## config.mk

```make
export PLATFORM = sky130hd
export DESIGN_NAME = lav_ser
export DESIGN_NICKNAME = d
export VERILOG_FILES = /design/src/rtl/lav_pkg.sv /design/src/rtl/lav_ser.sv
export SDC_FILE = /design/constraint.sdc
export NUM_CORES = 1
export LEC_CHECK = 0
export BUFFER_PORTS_ARGS = -buffer_cell sky130_fd_sc_hd__buf_4
export CORE_AREA = 2 2 254 256
export CTS_BUF_LIST = sky130_fd_sc_hd__clkbuf_2 sky130_fd_sc_hd__clkbuf_4 sky130_fd_sc_hd__clkbuf_8
export DETAILED_ROUTE_END_ITERATION = 6
export DIE_AREA = 0 0 256 258
export PLACE_DENSITY_LB_ADDON = 0.05
export SLEW_MARGIN = 20
export SYNTH_ARGS = -nofsm -noshare
export SYNTH_HDL_FRONTEND = slang
export SYNTH_SLANG_ARGS = --single-unit
```

## constraint.sdc

```tcl
create_clock -name clk -period 12.29 [get_ports clk]
set_clock_uncertainty 0.15 [all_clocks]
set_input_delay 1.8435 -clock clk [delete_from_list [all_inputs] [get_ports clk]]
set_output_delay 1.8435 -clock clk [all_outputs]
set_load 0.005 [all_outputs]
```

## src/rtl/lav_pkg.sv

```systemverilog
// Shared constants and types for the look-at view matrix pipeline.
// No dependencies; every other rtl file imports this package.
`default_nettype none

package lav_pkg;

	// Fraction bits of the signed fixed-point format on both channels
	localparam int FRAC_BITS = 16;

	// Normalizer: magnitudes are scaled so the largest has NRM_W significant bits
	localparam int NRM_W  = 30;
	localparam int SUM_W  = 2 * NRM_W + 2;
	localparam int ROOT_W = SUM_W / 2;
	localparam int MAG_W  = (2 * FRAC_BITS + 2 > 34) ? 2 * FRAC_BITS + 2 : 34;
	localparam int DIV_N  = FRAC_BITS + 1;

	// Unit vector components hold magnitudes up to 1.0
	localparam int UNIT_W = FRAC_BITS + 2;
	localparam int PROD_W = 2 * UNIT_W;
	localparam int CRS_W  = PROD_W + 1;

	// Group index of the final output transaction of one matrix
	localparam logic [1:0] LAST_GRP = 2'd3;

	typedef struct packed {
		logic signed [31:0] eye_x;
		logic signed [31:0] eye_y;
		logic signed [31:0] eye_z;
		logic signed [31:0] target_x;
		logic signed [31:0] target_y;
		logic signed [31:0] target_z;
		logic signed [31:0] upward_x;
		logic signed [31:0] upward_y;
		logic signed [31:0] upward_z;
	} req_t;

	typedef struct packed {
		logic [1:0]         group_index;
		logic signed [31:0] elem_a;
		logic signed [31:0] elem_b;
		logic signed [31:0] elem_c;
		logic signed [31:0] elem_d;
		logic               degenerate;
		logic               last_group;
	} rsp_t;

	typedef logic [2:0][MAG_W-1:0]  mvec_t;
	typedef logic [2:0][UNIT_W-1:0] uvec_t;

	// Data that rides along the normalizer pipelines
	typedef struct packed {
		logic [2:0][31:0] eye;
		uvec_t            f;
		logic             ok;
	} side_t;

	// Finished matrix, rows in memory order
	typedef struct packed {
		logic [3:0][3:0][31:0] e;
		logic                  ok;
	} mat_t;

endpackage

`default_nettype wire

```

## src/rtl/lav_ser.sv

```systemverilog
// Output register: holds one matrix and sends it as four transactions.
// Depends on lav_pkg.
`default_nettype none

module lav_ser (
	input  logic           clk,
	input  logic           arst_n,
	input  logic           ld_i,
	input  lav_pkg::mat_t  mat_i,
	output logic           rdy_o,
	output logic           rsp_valid,
	input  logic           rsp_ready,
	output lav_pkg::rsp_t  rsp
);
	import lav_pkg::*;

	logic       busy_q;
	logic [1:0] grp_q;
	mat_t       mat_q;

	// Free, or about to send the last group
	assign rdy_o = ~busy_q | (rsp_ready & (grp_q == LAST_GRP));

	always_ff @(posedge clk or negedge arst_n) begin
		if (!arst_n) begin
			busy_q <= 1'b0;
			grp_q  <= '0;
		end else if (ld_i && rdy_o) begin
			busy_q <= 1'b1;
			grp_q  <= '0;
		end else if (busy_q && rsp_ready) begin
			if (grp_q == LAST_GRP) busy_q <= 1'b0;
			else grp_q <= grp_q + 2'd1;
		end
	end

	always_ff @(posedge clk) begin
		if (ld_i && rdy_o) mat_q <= mat_i;
	end

	// Drive the current group
	assign rsp_valid       = busy_q;
	assign rsp.group_index = grp_q;
	assign rsp.elem_a      = mat_q.e[grp_q][0];
	assign rsp.elem_b      = mat_q.e[grp_q][1];
	assign rsp.elem_c      = mat_q.e[grp_q][2];
	assign rsp.elem_d      = mat_q.e[grp_q][3];
	assign rsp.degenerate  = ~mat_q.ok;
	assign rsp.last_group  = (grp_q == LAST_GRP);

endmodule

`default_nettype wire

```

; After elaboration in Yosys (flattened, before gate mapping)
; Index checks and enable logic that the tools add are counted.
[totals]
in_bits = 517
reg_bits = 516
[classes]
reduce_logical = 6
muxes = 8
n_bitwise = 4
magnitude_cmp = 1
eq_ne = 2
add_sub_neg = 1
[ops]
columns = operator, count
row1 = $bmux 128 s2, 1
row2 = $mux 128, 1
row3 = $mux 2, 3
row4 = $reduce_and 2->1, 2
row5 = $reduce_bool 2->1, 2
row6 = $lt 2x3->1 const B, 1
row7 = $mux 1, 3
row8 = $add 2x1->2 const B, 1
row9 = $eq 2x2->1 const B, 1
row10 = $logic_and 1x1->1, 2
row11 = $ne 2x1->1 const B, 1
row12 = $not 1->1, 2
row13 = $and 1x1->1, 1
row14 = $or 1x1->1, 1

; Depth between registers and ports, before layout
; Gate-level depths: netlist of run 1.
[depth]
ltp_word = 6
ltp_mapped = 5
mapped_depth_nobuf = 4

; Least setup slack after synthesis of run 1
; No wires, ideal clock.
[synth_timing]
path_type = input -> register
start = input port rsp_ready
end = register mat_q[0] (netlist bit) (enable)
n_path_buf = 0
required_time_ps = 11195
path_stages = 3
path_slack_ps = -2402
arrival_ps = 13597
setup_time_ps = 945
path_cell_list = nand2_1 -> nand2_1 -> and2_1
[synth_between]
elab_chain_cells = 3
[synth_lines]
columns = element, line_no
row1 = "start, declared", lav_ser.sv:12  ; input logic rsp_ready,
row2 = $and 1x1->1, lav_ser.sv:22  ; assign rdy_o = ~busy_q | (rsp_ready & (grp_q == LAST_GRP));
row3 = $or 1x1->1, lav_ser.sv:22
row4 = via rdy_o, lav_ser.sv:10  ; output logic rdy_o,
row5 = $logic_and 1x1->1, lav_ser.sv:38  ; if (ld_i && rdy_o) mat_q <= mat_i;
row6 = "end signal, assigned", lav_ser.sv:38
row7 = "end, declared", lav_ser.sv:19  ; mat_t mat_q;
; The timed path passes the listed nets, and every way through them passes these cells.
; A chain may end at the register's enable or synchronous reset.

==> out/metrics.cfg, run 1 <==
[clock_network]
htree_levels=3
ctsResizeCount=0
postCtsHoldBufs=0
cts_setup_buffers=0
cts_root_buf=clkbuf_8
clk_pin_slew_ns=0.06
cts-root-to-sink-buffers=3
clk_latency_ns=0.64
cts.sinks=516
cts_made_buffers=96
cts_tree=done

[global_routing]
track_usage=0.170
grt_pass1_wl_um=80100
grt_pass1_vias=11338
overflow=0
antenna_found_initial=29
grt_max_degree=163

[floorplanning]
floorplan.initialDensity=0.293
design.core.area_um2=63600
ioPinCount=651
dieArea_um2=66000
rows=93
die_w_um=256
dieHeight_um=258

[detailed_routing]
ant_nets=0
routedLengthMet1_um=19900
drc_errors=0
wl_met3_um=6300
wl_met2_um=29400
vias=10333
drt_iter0_markers=667
top_layer=met5
routed_via_density=4.37
routed_wl_um=57200
wire_per_inst_um=24.2
first_pass_iters=4

[logic_synthesis]
synth.area.top_cells=edfxtp_1, mux4_2, buf_6
netlist.area_leader.share=0.825
yosys.area.top_type=edfxtp_1
syn_inst=688
synth_warnings=0
ys_seq_area_frac=0.829
ys.flop_type=edfxtp_1
synth_edf_count=513
syn_avg_cell_area_um2=27.1
ys_ff_latch=516
syn_area_um2=18700
syn-num-nets=1206
async_flop_share=0.00581
synth.most_common_cell=edfxtp_1
synthDistinctLibCells=17
netlist_top_cells_count=edfxtp_1, mux4_2, buf_2, buf_6, inv_1

[pwr]
vdd_drop_max_v=0.0000974
pwr_density_cell_nw_per_um2=201
power.leakage_nw=9.68

[sta]
worst_pin_slew_ns=1.04
grt_setup_unrepaired=no
setup_tns_ns=0
drv_slew=0
setup_viol=0
fin_crit_sh=0.519
setup_slack_ns=5.91
fmax_mhz=157
hold_viol=0
period_minus_slack_ns=6.38
slew_headroom=0.304

[layout]
drive_above_1_share=0.622
fin_nets=1936
utilization=0.414
fillers=5836
area_delta_synth_final_pct=41.2

[job]
maxCapViolations=0

[hold_path]
min_path_type=reg -> reg

[placed_design]
dp_hpwl_um=41200
routabilityCongestion=0.773
port_buffers=650
pre_cts_slack_ns=6.05

[critical_path]
crit_required_ns=10.30
critPathLaunchType=flip-flop
critPathMaxFanout=33
arrival_ns=4.39
path_class=reg -> out
cp-end-kind=primary output

[outcome]
status=complete, no violations

[power breakdown]
group | total, mW | leakage, nW | internal, mW | switching, mW
registers | 2.31 | 4.70 | 2.19 | 0.115
clock network | 1.57 | 0.945 | 0.833 | 0.736
logic | 1.43 | 4.03 | 0.817 | 0.614
[kinds of logic (layout without fill, tap and decap cells)]
family / after synthesis / in the layout / synth area share
mux: 129 / 129 / 0.155
flops: 516 / 516 / 0.829
buf+inv: 33 / 841 / 0.0125
fa+ha+maj: 1 / 1 / 0.000670
other cells: 0 / 16 / 0
compound gates: 4 / 4 / 0.00154
simple gates: 5 / 5 / 0.00141
[cell usage in the layout (no fill, tap or decap)]
cell        Yosys  final
buf_16          0      1
dfrtp_1         3      1
ha_1            1      1
nand2_1         2      2
o22ai_1         1      1
clkbuf_4        0     23
clkinv_2        0     11
clkinv_1        0     38
buf_4           3    658
diode_2         0     16
a22o_1          2      2
clkinvlp_4      0      2
inv_1           4      4
clkbuf_8        0     98
edfxtp_1      513    513
a21oi_1         1      1
and2_4          0      1
mux2i_1         1      1
dfrtp_4         0      2
buf_6          11      1
bufinv_16       0      1
clkinv_8        0      1
nand2b_1        2      2
inv_6           0      1
buf_12          0      1
mux4_2        128    128
inv_8           0      1
[area by class of cell]
class                           count  area (µm²)  area share
Sequential cell                   516       15500       0.587
Timing Repair Buffer              661        5000       0.190
Multi-Input combinational cell    139        2960       0.112
Clock buffer                      121        1520      0.0577
Tap cell                          855        1070      0.0406
Clock inverter                     55         279      0.0106
Antenna cell                       16        40.0     0.00152
Inverter                            4        15.0    0.000569
[registers in the layout, indices dropped and copies added (netlist names)]
| signal | cells |
|---|---|
| grp_q | 2 |
| mat_q | 513 |
| rsp_valid | 1 |
[metrics by stage]
stage          std cells  hold WS, ns  cell area, µm²  total power, mW
6_report            2367        0.449           26400             5.30
5_1_grt             2361        0.488           26400             5.58
4_1_cts             2350        0.456           26300             5.42
3_5_place_dp        2174        0.438           24500             3.81
3_3_place_gp        2174        0.442           24500             3.81
2_1_floorplan        688        0.400           18700             3.11
[path summary, 6_finish.rpt]
path	start	end	slack, ns	cells after the start
min reg2reg	rsp_valid	grp_q[1]	0.45	1
max in group asynchronous	arst_n	grp_q[0]	11.05	1
max reg2reg	grp_q[1]	mat_q[315]	7.48	6
min in group asynchronous	arst_n	grp_q[1]	0.83	1
min	rsp_valid	grp_q[1]	0.45	1
max	grp_q[0]	rsp[30]	5.91	6
[critical path, cell delays in order, from the launching register on]
cell     delay, ns
dfrtp_4       0.79
buf_4         0.66
buf_4         0.70
buf_4         0.45
buf_16        0.29
mux4_2        0.54
buf_4         0.18
[per-layer routing]
metal | global-route usage | up-vias
met2 | 0.287 | 484
met5 | 0 | -
li1 | - | 4509
met1 | 0.182 | 5187
met3 | 0.0905 | 125
met4 | 0.0570 | 28
Note: power is estimated with default switching activity, not from simulation.
==> inputs of run 2 (changes only) <==
==> constraint.sdc (replaced) <==
create_clock -name clk -period 5.3 [get_ports clk]
set_clock_uncertainty 0.15 [all_clocks]
set_input_delay 0.795 -clock clk [delete_from_list [all_inputs] [get_ports clk]]
set_output_delay 0.795 -clock clk [all_outputs]
set_load 0.005 [all_outputs]
==> run 2 against run 1 <==
Compared with the run above: sequential power grew 130%; flip-flop and latch count is the same; non-clock buffer count grew 7; clock power grew 140%; clock-buffer cell count grew 19; routed wire length shrank 1.5%; design area grew 0.60%; core utilization grew 0.25 points; via count shrank 0.20%; register-to-register slack lost 5.4 ns.
==> out/metrics.cfg, run 2 (synthesis results as in run 1) <==
[layout]
fin_nets=1943
fillers=5817
layout_commonest_cell=buf_4
max_flop_register=mat_q
finalNonFillerCells=2373
drive_above_1_share=0.634
largest_reg_flops=513
layout_common_cells=buf_4, edfxtp_1, mux4_2
area_delta_synth_final_pct=42.1

[floorplanning]
floorplan.initialDensity=0.293
ioPinCount=651
dieHeight_um=258
rows=93
dieArea_um2=66000
design.core.area_um2=63600
die_w_um=256

[critical_path]
rrSetupSlack_ns=2.13
critPathMaxFanout=60
cp-end-kind=primary output
crit_family=flip-flops
max_stage_delay_ns=0.88
worst-path-buf-inv=2
r2r-start=grp_q[0]
path_class=reg -> out
arrival_ns=2.91
cp_slowest_cell=dfrtp_4
r2r_end=mat_q[33]
critPathLaunchType=flip-flop
rr_worst_depth=5
crit_required_ns=4.36
crit_chain=buf_12, mux4_2, buf_4

[clock_network]
cts.sinks=516
cts_root_buf=clkbuf_8
cts_setup_buffers=0
clk_latency_ns=0.65
cts-root-to-sink-buffers=3
htree_levels=3
cts_tree=done
cts_made_buffers=96
clk_pin_slew_ns=0.06

[global_routing]
antenna_found_initial=22
grt_pass1_vias=11338
overflow=0
grt_pass1_wl_um=79300
track_usage=0.168
grt_max_degree=86

[sta]
drv_slew=0
fin_crit_sh=0.727
setup_viol=0
setup_tns_ns=0
grt_setup_unrepaired=no
hold_viol=0
period_minus_slack_ns=3.85
worst_pin_slew_ns=0.834
fmax_mhz=259
hold_ws_ns=0.146
slew_headroom=0.444

[placed_design]
placed_cells=2181
dp_hpwl_um=40500
port_buffers=650
routabilityCongestion=0.842

[outcome]
status=complete, no violations

[detailed_routing]
ant_nets=0
wire_per_inst_um=23.7
vias=10312
routed_wl_um=56300
routed_via_density=4.35
drc_errors=0
drt_iter0_markers=650
first_pass_iters=7

[pwr]
power.leakage_nw=9.77
pwr_density_cell_nw_per_um2=466
vdd_drop_max_v=0.000289

[job]
maxCapViolations=0

[hold_path]
min_path_type=in -> reg
holdPathEnd=mat_q[337]
min_from=mat_i[337]
hold_depth=1

-- run 2: cell count changes in the layout (fill, tap and decap cells not counted) --
cell           before  now
clkinv_2           11    9
clkbuf_8           98   99
buf_4             658  659
buf_16              1    0
bufinv_16           1    0
clkinv_8            1    0
inv_8               1    2
buf_12              1    8
dlygate4sd3_1       0    1
buf_6               1    0
clkinv_1           38   21
clkbuf_4           23   41
-- run 2: worst max-delay path by stage --
stage	from	endpoint	slack [ns]	cells past startpoint
final	grp_q[0]	rsp[55]	1.45	3
after detailed placement	grp_q[0]	mat_q[33]	1.98	5
after global placement	grp_q[0]	mat_q[33]	2.02	5
after CTS	grp_q[0]	rsp[55]	1.27	3
after floorplan	rsp_ready	mat_q[0]	0.16	3
after global routing	grp_q[0]	rsp[62]	1.21	3
-- run 2: what timing repair did --
| action | in CTS | in global routing |
|---|---|---|
| hold buffers | 1 | 0 |
| endpoints found under the hold margin | 3 | 0 |
| gates resized for setup | 0 | 0 |
-- run 2: worst reg2reg max path, delay by kind of cell (launching register included) --
family / cells / cell delay [ns]
flip-flops: 1 / 0.88
AND/OR/NAND/NOR: 3 / 0.88
buffers and inverters: 1 / 0.55
adder cells (fa/ha/maj): 1 / 0.33
-- run 2: through the flow --
stage	power, mW	cell area [µm²]	util	setup WS [ns]
after floorplan	7.13	18700	-	0.165
after global placement	8.87	24600	0.387	2.02
after detailed placement	8.87	24600	0.387	1.98
after CTS	12.7	26500	0.416	1.27
after global routing	13.0	26500	0.417	1.21
final	12.4	26500	0.417	1.45
-- run 2: routing by layer --
| metal | global-route usage | share of wire | vias to the layer above |
|---|---|---|---|
| met3 | 0.0815 | 0.11 | 117 |
| met5 | 0 | 0.0026 | - |
| met1 | 0.181 | 0.34 | 5168 |
| li1 | - | - | 4520 |
| met4 | 0.0567 | 0.024 | 20 |
| met2 | 0.291 | 0.52 | 487 |
-- run 2: final cells by class --
| class | count | area (µm²) | area share |
|---|---|---|---|
| inverter | 4 | 15.0 | 0.000566 |
| clock buffer | 140 | 1670 | 0.0630 |
| antenna | 16 | 40.0 | 0.00151 |
| clock inverter | 35 | 170 | 0.00641 |
| timing repair buffer | 668 | 5120 | 0.193 |
| tap | 855 | 1070 | 0.0403 |
| multi-input combinational | 139 | 2960 | 0.112 |
| sequential | 516 | 15500 | 0.584 |
-- run 2: power breakdown --
group / switching (mW) / internal (mW)
Clock: 1.67 / 2.02
Combinational: 1.43 / 1.92
Sequential: 0.257 / 5.07
